**src/hw/rtl/psfr_pkg.sv**
```systemverilog
package psfr_pkg;

  // Frame layout
  localparam int unsigned FRAME_BYTES = 10;
  localparam int unsigned CNT_W       = 4;

  localparam logic [CNT_W-1:0] IDX_CMD      = CNT_W'(1);
  localparam logic [CNT_W-1:0] IDX_FIRST    = CNT_W'(2);
  localparam logic [CNT_W-1:0] IDX_LAST_SUM = CNT_W'(FRAME_BYTES - 3);
  localparam logic [CNT_W-1:0] IDX_CHECK    = CNT_W'(FRAME_BYTES - 2);
  localparam logic [CNT_W-1:0] IDX_TAIL     = CNT_W'(FRAME_BYTES - 1);

  localparam logic [7:0] HEAD_BYTE = 8'hAA;
  localparam logic [7:0] TAIL_BYTE = 8'hAB;

  localparam logic [13:0] PERIOD_MIN_SEC = 14'd60;
  localparam logic [13:0] PERIOD_CONT    = 14'd1;

  // Settings reply types (byte 2)
  localparam logic [7:0] SET_REPORTING = 8'd2;
  localparam logic [7:0] SET_ID        = 8'd5;
  localparam logic [7:0] SET_WORK      = 8'd6;
  localparam logic [7:0] SET_FIRMWARE  = 8'd7;
  localparam logic [7:0] SET_PERIOD    = 8'd8;

  // Frame kinds
  localparam logic [1:0] KIND_DATA     = 2'd0;
  localparam logic [1:0] KIND_DATA100  = 2'd1;
  localparam logic [1:0] KIND_SETTINGS = 2'd2;

  // Configuration register indexes
  localparam logic [1:0] CFG_INIT_ID       = 2'd0;
  localparam logic [1:0] CFG_DATA_CODE     = 2'd1;
  localparam logic [1:0] CFG_SETTINGS_CODE = 2'd2;
  localparam logic [1:0] CFG_DATA100_CODE  = 2'd3;

  typedef struct packed {
    logic [1:0]  frame_kind;
    logic [15:0] pm25_tenths;
    logic [15:0] pm10_tenths;
    logic [15:0] pm100_value;
    logic        reporting_active;
    logic [15:0] sensor_ident;
    logic        work_awake;
    logic [13:0] period_seconds;
    logic [7:0]  firmware_year;
    logic [7:0]  firmware_month;
    logic [7:0]  firmware_day;
  } result_t;

endpackage

```
**src/hw/rtl/psfr_result_buf.sv**
```systemverilog
module psfr_result_buf import psfr_pkg::*; (
  input  logic    clk_i,
  input  logic    rst_ni,
  input  logic    push_i,
  input  result_t push_data_i,
  output logic    space_o,
  output logic    out_valid_o,
  input  logic    out_ready_i,
  output result_t out_data_o
);

  // Output register plus one skid slot; skid only fills while the head stalls.
  logic    head_valid_q, head_valid_d;
  logic    skid_valid_q, skid_valid_d;
  result_t head_q, head_d;
  result_t skid_q, skid_d;
  logic    pop;

  assign pop     = head_valid_q && out_ready_i;
  assign space_o = !skid_valid_q;

  always_comb begin
    head_valid_d = head_valid_q;
    skid_valid_d = skid_valid_q;
    head_d       = head_q;
    skid_d       = skid_q;
    if (!head_valid_q) begin
      head_valid_d = push_i;
      head_d       = push_data_i;
    end else if (pop) begin
      if (skid_valid_q) begin
        head_d       = skid_q;
        skid_valid_d = 1'b0;
      end else begin
        head_valid_d = push_i;
        head_d       = push_data_i;
      end
    end else if (push_i) begin
      skid_valid_d = 1'b1;
      skid_d       = push_data_i;
    end
  end

  always_ff @(posedge clk_i or negedge rst_ni) begin
    if (!rst_ni) begin
      head_valid_q <= 1'b0;
      skid_valid_q <= 1'b0;
    end else begin
      head_valid_q <= head_valid_d;
      skid_valid_q <= skid_valid_d;
    end
  end

  always_ff @(posedge clk_i) begin
    head_q <= head_d;
    skid_q <= skid_d;
  end

  assign out_valid_o = head_valid_q;
  assign out_data_o  = head_q;

endmodule

```
**src/hw/rtl/particulate_sensor_frame_receiver.sv**
```systemverilog
// A result enters the output buffer when its tail byte is accepted.
// Throughput: one byte per cycle unless stalled; at most one result per 10-byte frame.
// A two-entry output buffer lets bytes keep flowing while a result waits; the input
// stalls only when both entries are full.
// Reset (rst_ni, async, active low): parser hunts for a head, held values clear,
// configuration returns to id 0xFFFF and codes 0xC0 / 0xC5 / 0xCF.
module particulate_sensor_frame_receiver import psfr_pkg::*; (
  input  logic        clk_i,
  input  logic        rst_ni,
  // configuration write port
  input  logic        cfg_we_i,
  input  logic [1:0]  cfg_idx_i,
  input  logic [15:0] cfg_wdata_i,
  // received byte requests
  input  logic        in_valid_i,
  output logic        in_ready_o,
  input  logic [7:0]  rx_byte_i,
  // decoded result requests
  output logic        out_valid_o,
  input  logic        out_ready_i,
  output logic [1:0]  frame_kind_o,
  output logic [15:0] pm25_tenths_o,
  output logic [15:0] pm10_tenths_o,
  output logic [15:0] pm100_value_o,
  output logic        reporting_active_o,
  output logic [15:0] sensor_ident_o,
  output logic        work_awake_o,
  output logic [13:0] period_seconds_o,
  output logic [7:0]  firmware_year_o,
  output logic [7:0]  firmware_month_o,
  output logic [7:0]  firmware_day_o
);

  // Parser phases
  localparam logic [1:0] PH_WAIT = 2'd0;
  localparam logic [1:0] PH_CMD  = 2'd1;
  localparam logic [1:0] PH_DATA = 2'd2;
  localparam logic [1:0] PH_TAIL = 2'd3;

  // ---------------------------------------------------------------------------
  // Configuration registers
  // ---------------------------------------------------------------------------
  logic [15:0] init_id_q;
  logic [7:0]  data_code_q;
  logic [7:0]  settings_code_q;
  logic [7:0]  data100_code_q;

  always_ff @(posedge clk_i or negedge rst_ni) begin
    if (!rst_ni) begin
      init_id_q       <= 16'hFFFF;
      data_code_q     <= 8'hC0;
      settings_code_q <= 8'hC5;
      data100_code_q  <= 8'hCF;
    end else if (cfg_we_i) begin
      case (cfg_idx_i)
        CFG_INIT_ID:       init_id_q       <= cfg_wdata_i;
        CFG_DATA_CODE:     data_code_q     <= cfg_wdata_i[7:0];
        CFG_SETTINGS_CODE: settings_code_q <= cfg_wdata_i[7:0];
        CFG_DATA100_CODE:  data100_code_q  <= cfg_wdata_i[7:0];
        default: ;
      endcase
    end
  end

  // ---------------------------------------------------------------------------
  // Parser state and frame bytes
  // ---------------------------------------------------------------------------
  logic [1:0]       phase_q, phase_d;
  logic [CNT_W-1:0] count_q, count_d;
  logic [7:0]       sum_q, sum_d;      // running sum of data bytes 2..7
  logic [7:0]       frame_q [1:FRAME_BYTES-2];
  logic             store_en;
  logic [CNT_W-1:0] store_idx;

  // Held decoded values
  logic [15:0] pm25_q, pm25_d;
  logic [15:0] pm10_q, pm10_d;
  logic [15:0] pm100_q, pm100_d;
  logic        report_q, report_d;
  logic [15:0] ident_q, ident_d;
  logic        id_seen_q, id_seen_d;
  logic        awake_q, awake_d;
  logic [13:0] period_q, period_d;
  logic [7:0]  fw_year_q, fw_year_d;
  logic [7:0]  fw_month_q, fw_month_d;
  logic [7:0]  fw_day_q, fw_day_d;

  logic        accept;
  logic [7:0]  b;
  logic        code_known;
  logic        frame_good;
  logic [13:0] period_mul;
  logic        res_push;
  logic [1:0]  res_kind;
  result_t     res;

  assign accept     = in_valid_i && in_ready_o;
  assign b          = rx_byte_i;
  assign code_known = (b == settings_code_q) || (b == data_code_q) || (b == data100_code_q);
  assign frame_good = (b == TAIL_BYTE) && (sum_q == frame_q[IDX_CHECK]);
  // minutes to seconds; byte 4 of a period reply
  assign period_mul = 14'(frame_q[4]) * PERIOD_MIN_SEC;

  always_comb begin
    phase_d    = phase_q;
    count_d    = count_q;
    sum_d      = sum_q;
    store_en   = 1'b0;
    store_idx  = count_q;
    pm25_d     = pm25_q;
    pm10_d     = pm10_q;
    pm100_d    = pm100_q;
    report_d   = report_q;
    ident_d    = ident_q;
    id_seen_d  = id_seen_q;
    awake_d    = awake_q;
    period_d   = period_q;
    fw_year_d  = fw_year_q;
    fw_month_d = fw_month_q;
    fw_day_d   = fw_day_q;
    res_push   = 1'b0;
    res_kind   = KIND_DATA;

    if (accept) begin
      case (phase_q)
        PH_WAIT: begin
          if (b == HEAD_BYTE) begin
            count_d = IDX_CMD;
            phase_d = PH_CMD;
          end
        end
        PH_CMD: begin
          // an unknown id is dropped, not retried as a head
          if (!code_known) begin
            phase_d = PH_WAIT;
          end else begin
            store_en  = 1'b1;
            store_idx = IDX_CMD;
            count_d   = IDX_FIRST;
            sum_d     = 8'd0;
            phase_d   = PH_DATA;
          end
        end
        PH_DATA: begin
          store_en = 1'b1;
          count_d  = count_q + 1'b1;
          if (count_q <= IDX_LAST_SUM) begin
            sum_d = sum_q + b;
          end
          if (count_q == IDX_CHECK) begin
            phase_d = PH_TAIL;
          end
        end
        PH_TAIL: begin
          count_d = '0;
          phase_d = PH_WAIT;
          if (frame_good) begin
            res_push = 1'b1;
            // settings beats data, data beats data100 when codes collide
            if (frame_q[IDX_CMD] == settings_code_q) begin
              res_kind = KIND_SETTINGS;
              case (frame_q[2])
                SET_REPORTING: report_d = (frame_q[4] != 8'd0);
                SET_ID: begin
                  ident_d   = {frame_q[6], frame_q[7]};
                  id_seen_d = 1'b1;
                end
                SET_WORK:      awake_d = (frame_q[4] != 8'd0);
                SET_PERIOD:    period_d = (frame_q[4] == 8'd0) ? PERIOD_CONT : period_mul;
                SET_FIRMWARE: begin
                  fw_year_d  = frame_q[3];
                  fw_month_d = frame_q[4];
                  fw_day_d   = frame_q[5];
                end
                default: ;
              endcase
            end else if (frame_q[IDX_CMD] == data_code_q) begin
              res_kind = KIND_DATA;
              pm25_d   = {frame_q[3], frame_q[2]};
              pm10_d   = {frame_q[5], frame_q[4]};
            end else begin
              res_kind = KIND_DATA100;
              pm100_d  = {frame_q[5], frame_q[4]};
            end
          end
        end
        default: phase_d = PH_WAIT;
      endcase
    end
  end

  always_ff @(posedge clk_i or negedge rst_ni) begin
    if (!rst_ni) begin
      phase_q    <= PH_WAIT;
      count_q    <= '0;
      sum_q      <= 8'd0;
      pm25_q     <= 16'd0;
      pm10_q     <= 16'd0;
      pm100_q    <= 16'd0;
      report_q   <= 1'b0;
      ident_q    <= 16'hFFFF;
      id_seen_q  <= 1'b0;
      awake_q    <= 1'b0;
      period_q   <= 14'd0;
      fw_year_q  <= 8'd0;
      fw_month_q <= 8'd0;
      fw_day_q   <= 8'd0;
    end else begin
      phase_q    <= phase_d;
      count_q    <= count_d;
      sum_q      <= sum_d;
      pm25_q     <= pm25_d;
      pm10_q     <= pm10_d;
      pm100_q    <= pm100_d;
      report_q   <= report_d;
      ident_q    <= ident_d;
      id_seen_q  <= id_seen_d;
      awake_q    <= awake_d;
      period_q   <= period_d;
      fw_year_q  <= fw_year_d;
      fw_month_q <= fw_month_d;
      fw_day_q   <= fw_day_d;
    end
  end

  // Frame bytes: command to check byte, always written before being read within a frame
  always_ff @(posedge clk_i) begin
    if (store_en) begin
      frame_q[store_idx] <= b;
    end
  end

  // ---------------------------------------------------------------------------
  // Result assembly and output buffer
  // ---------------------------------------------------------------------------
  always_comb begin
    res.frame_kind       = res_kind;
    res.pm25_tenths      = pm25_d;
    res.pm10_tenths      = pm10_d;
    res.pm100_value      = pm100_d;
    res.reporting_active = report_d;
    // until an id reply arrives the configured id is reported
    res.sensor_ident     = id_seen_d ? ident_d : init_id_q;
    res.work_awake       = awake_d;
    res.period_seconds   = period_d;
    res.firmware_year    = fw_year_d;
    res.firmware_month   = fw_month_d;
    res.firmware_day     = fw_day_d;
  end

  result_t out_res;

  psfr_result_buf u_result_buf (
    .clk_i       (clk_i),
    .rst_ni      (rst_ni),
    .push_i      (res_push),
    .push_data_i (res),
    .space_o     (in_ready_o),
    .out_valid_o (out_valid_o),
    .out_ready_i (out_ready_i),
    .out_data_o  (out_res)
  );

  assign frame_kind_o       = out_res.frame_kind;
  assign pm25_tenths_o      = out_res.pm25_tenths;
  assign pm10_tenths_o      = out_res.pm10_tenths;
  assign pm100_value_o      = out_res.pm100_value;
  assign reporting_active_o = out_res.reporting_active;
  assign sensor_ident_o     = out_res.sensor_ident;
  assign work_awake_o       = out_res.work_awake;
  assign period_seconds_o   = out_res.period_seconds;
  assign firmware_year_o    = out_res.firmware_year;
  assign firmware_month_o   = out_res.firmware_month;
  assign firmware_day_o     = out_res.firmware_day;

endmodule
```
**config.mk**
```make
export PLATFORM = sky130hd
export DESIGN_NAME = particulate_sensor_frame_receiver
export DESIGN_NICKNAME = d
export VERILOG_FILES = /design/src/hw/rtl/psfr_pkg.sv /design/src/hw/rtl/psfr_result_buf.sv /design/src/hw/rtl/particulate_sensor_frame_receiver.sv
export SDC_FILE = /design/constraint.sdc
export NUM_CORES = 1
export LEC_CHECK = 0
export BUFFER_PORTS_ARGS = -buffer_cell sky130_fd_sc_hd__buf_2
export CAP_MARGIN = 20
export CORE_ASPECT_RATIO = 0.75
export CORE_MARGIN = 2
export CORE_UTILIZATION = 54
export CTS_CLUSTER_SIZE = 20
export DETAILED_ROUTE_END_ITERATION = 10
export PLACE_DENSITY_LB_ADDON = 0.3
export SLEW_MARGIN = 30
export SYNTH_ARGS = -nofsm -noshare
export SYNTH_HDL_FRONTEND = slang
export SYNTH_HIERARCHICAL = 1
export SYNTH_SLANG_ARGS = --single-unit
```
**constraint.sdc**
```tcl
create_clock -name clk_i -period 8.1 [get_ports clk_i]
set_clock_uncertainty 0.05 [all_clocks]
set_input_delay 1.215 -clock clk_i [delete_from_list [all_inputs] [get_ports clk_i]]
set_output_delay 1.215 -clock clk_i [all_outputs]
set_load 0.01 [all_outputs]
```
==> results <==
- The via count of the first global-routing pass is a little under 10000.
- The met1 usage in global routing is 0.319.
- The met3 global-route usage is 0.0337.
- The leading area contributor after synthesis is sky130_fd_sc_hd__edfxtp_1.
- The first-pass GRT wire length is between 50000 and 60000 um.
- The total congestion overflow is 0.
- The clock tree root driver cell is sky130_fd_sc_hd__clkbuf_16.
- The TritonCTS buffer count is 42.
- The worst setup path is launched from a register.
- During synthesis, Yosys emitted a total of 6 warnings.
- The most frequent cell on the critical path is sky130_fd_sc_hd__fa_1.
- The largest incremental delay on the critical path is roughly 0.66 ns.
- In this run the most used layer during global routing was met2.
- The endpoint type of the worst setup path is a register.
- The run finished with clean final reports.
- The clock tree from TritonCTS is yes.
- The number of storage elements in the synthesis netlist is between 400 and 500.
- The floorplan die height is 163 um.
- The cell count after synthesis came out at ~1100.
- The final critical delay including setup and external delays is 4.04 ns.
- The critical path goes through fa_1 -> fa_1 -> fa_1 -> a21o_1 -> a211oi_1 -> nor2_1 -> o41ai_1 -> xnor2_1 -> a31o_2 -> mux2_2.
- During I/O placement, the number of pins put on the boundary was between 100 and 150.
- For this design the static power due to leakage is about 0.009 uW.
- At the worst endpoint, the required time is 8.35 ns.
- In the routed design, unresolved DRC markers number 0.
- The final antenna diode count is 0.
- The share of synthesized area in the top cell type comes to 0.454.
- Relative to the synthesized area, the layout overhead comes to 15.1%.
- The share of the yosys chip area belonging to registers is 0.677.
- Together, buffers and inverters on the worst path number 0.
- The detailed router finished its first iteration with between 700 and 800 violations.
- The detail route stage leaves a number of antenna-violating nets equal to 0.
- The tool flagged a number of max-cap violations equal to 0.
- The clock reaches the later pin of the worst-skew pair after 0.55 ns.
- Dividing the detail-routed wire length by the instance count gives roughly 21 um.
- For the pin with the worst max-slew slack, the measured transition is approximately 0.91 ns.
- The final HPWL from detailed placement is approximately 24000 um.
- The hold violation count in the final report came to 0.
- The H-tree was split into 2 levels.
- The count of hold buffers inserted by post-cts repair is 0.
- In the routed layout, each cell is associated on average with a via count of ~5.5.
- The final-layout setup total negative slack is 0 ns.
- The width of the die is ~220 um.
- Across every metal layer, demand over resource in global routing totals 0.210.
- At the end of routability-driven placement, the weighted congestion stood at roughly 0.8.
- The logic depth of the worst register-to-register path is 10.
- The number of gates resized after CTS was 0.
- The normalized max-slew margin is 0.393.
- The maximum clock frequency is 0.248 GHz.
- Port buffering added 138 buffers.
- The final setup violation count is 0.
- Of the cells placed in the final design, the portion with a size suffix greater than 1 is 0.381.
- The cell depth of the worst setup path is 10.
- The number of buffers on the longest clock path is 3.
- Among cell families on the critical path, the largest total delay comes from adder cells.
- The wire length reported by the detailed router is roughly 37000 um.
- The placeable core region is 33400 um2.
- The share of the clock period used by the worst path is 0.499.
- The pre-antenna-repair detailed-routing pass consisted of 4 iterations.
- The post-route non-filler standard cell count is between 1500 and 2000.
- The number of antenna violations at the first check in global routing is 0.
- The number of pins with negative max-slew slack in the final report is 0.
- The die covers 35300 um2.
- At the end of the flow, the number of nets in the layout was between 1000 and 1500.
- After clock tree synthesis, the clock-pin slew on the worst setup and hold paths is 0.06 ns.
- Entering global routing, the biggest net connects 94 pins.
- The worst setup path is of the register to register kind.
- For this design, the sink count on the clock tree is about 440.
- The met2 track demand over resource is 0.319.
- In this run the worst hold path is classified as register to register.
- The proportion of synthesized flip-flops having asynchronous set or reset is 0.368.
- In this run, distinct cell masters in the synthesized netlist total 60.
- The cell depth of the worst hold path is 2.
- In this run the core area contains just under 60 standard-cell rows.
- Yosys attributes the largest share of cell area to sky130_fd_sc_hd__edfxtp_1 45%, sky130_fd_sc_hd__dfrtp_1 16%, sky130_fd_sc_hd__mux2_2 11%.
- The number of nets in the synthesized netlist is roughly 1200.
- The primary flip-flop cell chosen by synthesis mapping is sky130_fd_sc_hd__edfxtp_1.
- The initial utilization of the core area, before any placement, comes to 0.547.
- The power density relative to cell area is ~230 nW/um2.
- In this run the cell area of the synthesized design comes to 18300 um2.
- The slowest stage of the critical path is the sky130_fd_sc_hd__fa_1 cell.
- The number of enable-type register cells in the synthesized netlist is 276.
- Setup repair after global routing left no endpoint under its margin.
- The peak supply drop is between 0.15 and 0.2 mV.
- Buffers added to address setup during post-CTS repair amount to 0.
- For this block, the via count after detailed routing is 9784.
- Including well taps, the total number of placed cells is around 1700.
- The worst path arrival time is around 4.3 ns.
- The mean instance size in the synthesized netlist is ~16 um2.
- Of all nets on the critical path, the largest fanout is 7.
[worst min-delay path: stages, from the launching register on]
cell	delay, ns
sky130_fd_sc_hd__dfstp_2	0.37
sky130_fd_sc_hd__nand2_1	0.04
sky130_fd_sc_hd__nand2_1	0.04
[state kept, by name, indices dropped and copies added (netlist names), 14 cells and up, named ones only]
name                     cells
pm25_q                      16
pm100_q                     16
u_result_buf/skid_q        106
frame_q                     64
period_q                    14
ident_q                     16
pm10_q                      16
init_id_q                   16
u_result_buf/out_data_o    106
[worst paths after layout]
kind	slack [ns]	start	end
setup reg to reg	4.06	frame_q[4][0]	u_result_buf/out_data_o[36]
max in group asynchronous	6.07	rst_ni	id_seen_q
hold / removal	0.41	ident_q[5]	ident_q[5]
min in group asynchronous	0.69	rst_ni	sum_q[0]
setup / recovery	4.06	frame_q[4][0]	u_result_buf/out_data_o[36]
hold reg to reg	0.41	ident_q[5]	ident_q[5]
[cell usage after synthesis, types with 18 or more instances]
| cell type | count |
|---|---|
| sky130_fd_sc_hd__inv_1 | 42 |
| sky130_fd_sc_hd__xor2_1 | 22 |
| sky130_fd_sc_hd__mux2_2 | 174 |
| sky130_fd_sc_hd__dfrtp_1 | 117 |
| sky130_fd_sc_hd__nand2_1 | 58 |
| sky130_fd_sc_hd__mux2_4 | 40 |
| sky130_fd_sc_hd__xnor2_1 | 38 |
| sky130_fd_sc_hd__o21ai_0 | 37 |
| sky130_fd_sc_hd__ha_1 | 33 |
| sky130_fd_sc_hd__nor2_1 | 21 |
| sky130_fd_sc_hd__nand3_1 | 18 |
| sky130_fd_sc_hd__mux2i_1 | 19 |
| sky130_fd_sc_hd__edfxtp_1 | 276 |
| sky130_fd_sc_hd__dfstp_2 | 44 |
[stage by stage]
step                      instance area (um2)  setup WS [ns]  hold slack, ns   util  power, uW
after floorplan                         18300          0.225           0.385      -       2710
after global placement                  19500           3.80           0.390  0.583       2830
after detailed placement                19500           3.83           0.398  0.585       2840
after CTS                               21000           4.07           0.409  0.629       4870
after global routing                    21000           3.96           0.423  0.629       5010
final                                   21000           4.06           0.406  0.629       4830
[area by class of cell]
class	count	area [um2]
fill	2421	12400
inverter	42	158
sequential	437	12400
timing repair buffer	152	865
clock inverter	18	221
tap	450	563
multi-input combinational	605	5590
clock buffer	60	1240
[report_power, final]
part           internal, uW  total, uW  switching [uW]  leakage (uW)
logic                   131        294             163       0.00343
clock network          1200       2030             829      0.000715
registers              2450       2500            55.1       0.00485
[logic make-up (layout without fill, tap and decap cells)]
family	Yosys count	in the layout	share of synthesized area
buffers and inverters	78	272	0.0208
AOI/OAI and AO/OA	90	90	0.0313
and+or+nand+nor	168	168	0.0487
muxes	240	240	0.155
xor gates and xnor gates	60	60	0.0288
adders and majority gates	47	47	0.0380
DFF	437	437	0.677
[layer usage]
layer,wire length [um],up-vias
met2,16800,255
met4,702,0
met5,0,-
met1,17500,5024
li1,-,4455
met3,1900,50
[placed cells by master (no fill, tap or decap), drive strengths merged, types with 23 or more instances in the layout]
cell	Yosys	routed
nand2	59	59
dfstp	44	44
dfrtp	117	117
xnor2	38	38
clkbuf	9	61
edfxtp	276	276
buf	27	151
ha	33	33
o21ai	41	41
inv	42	45
nor2	23	23
mux2	221	221
(Power assumes the default switching activity.)
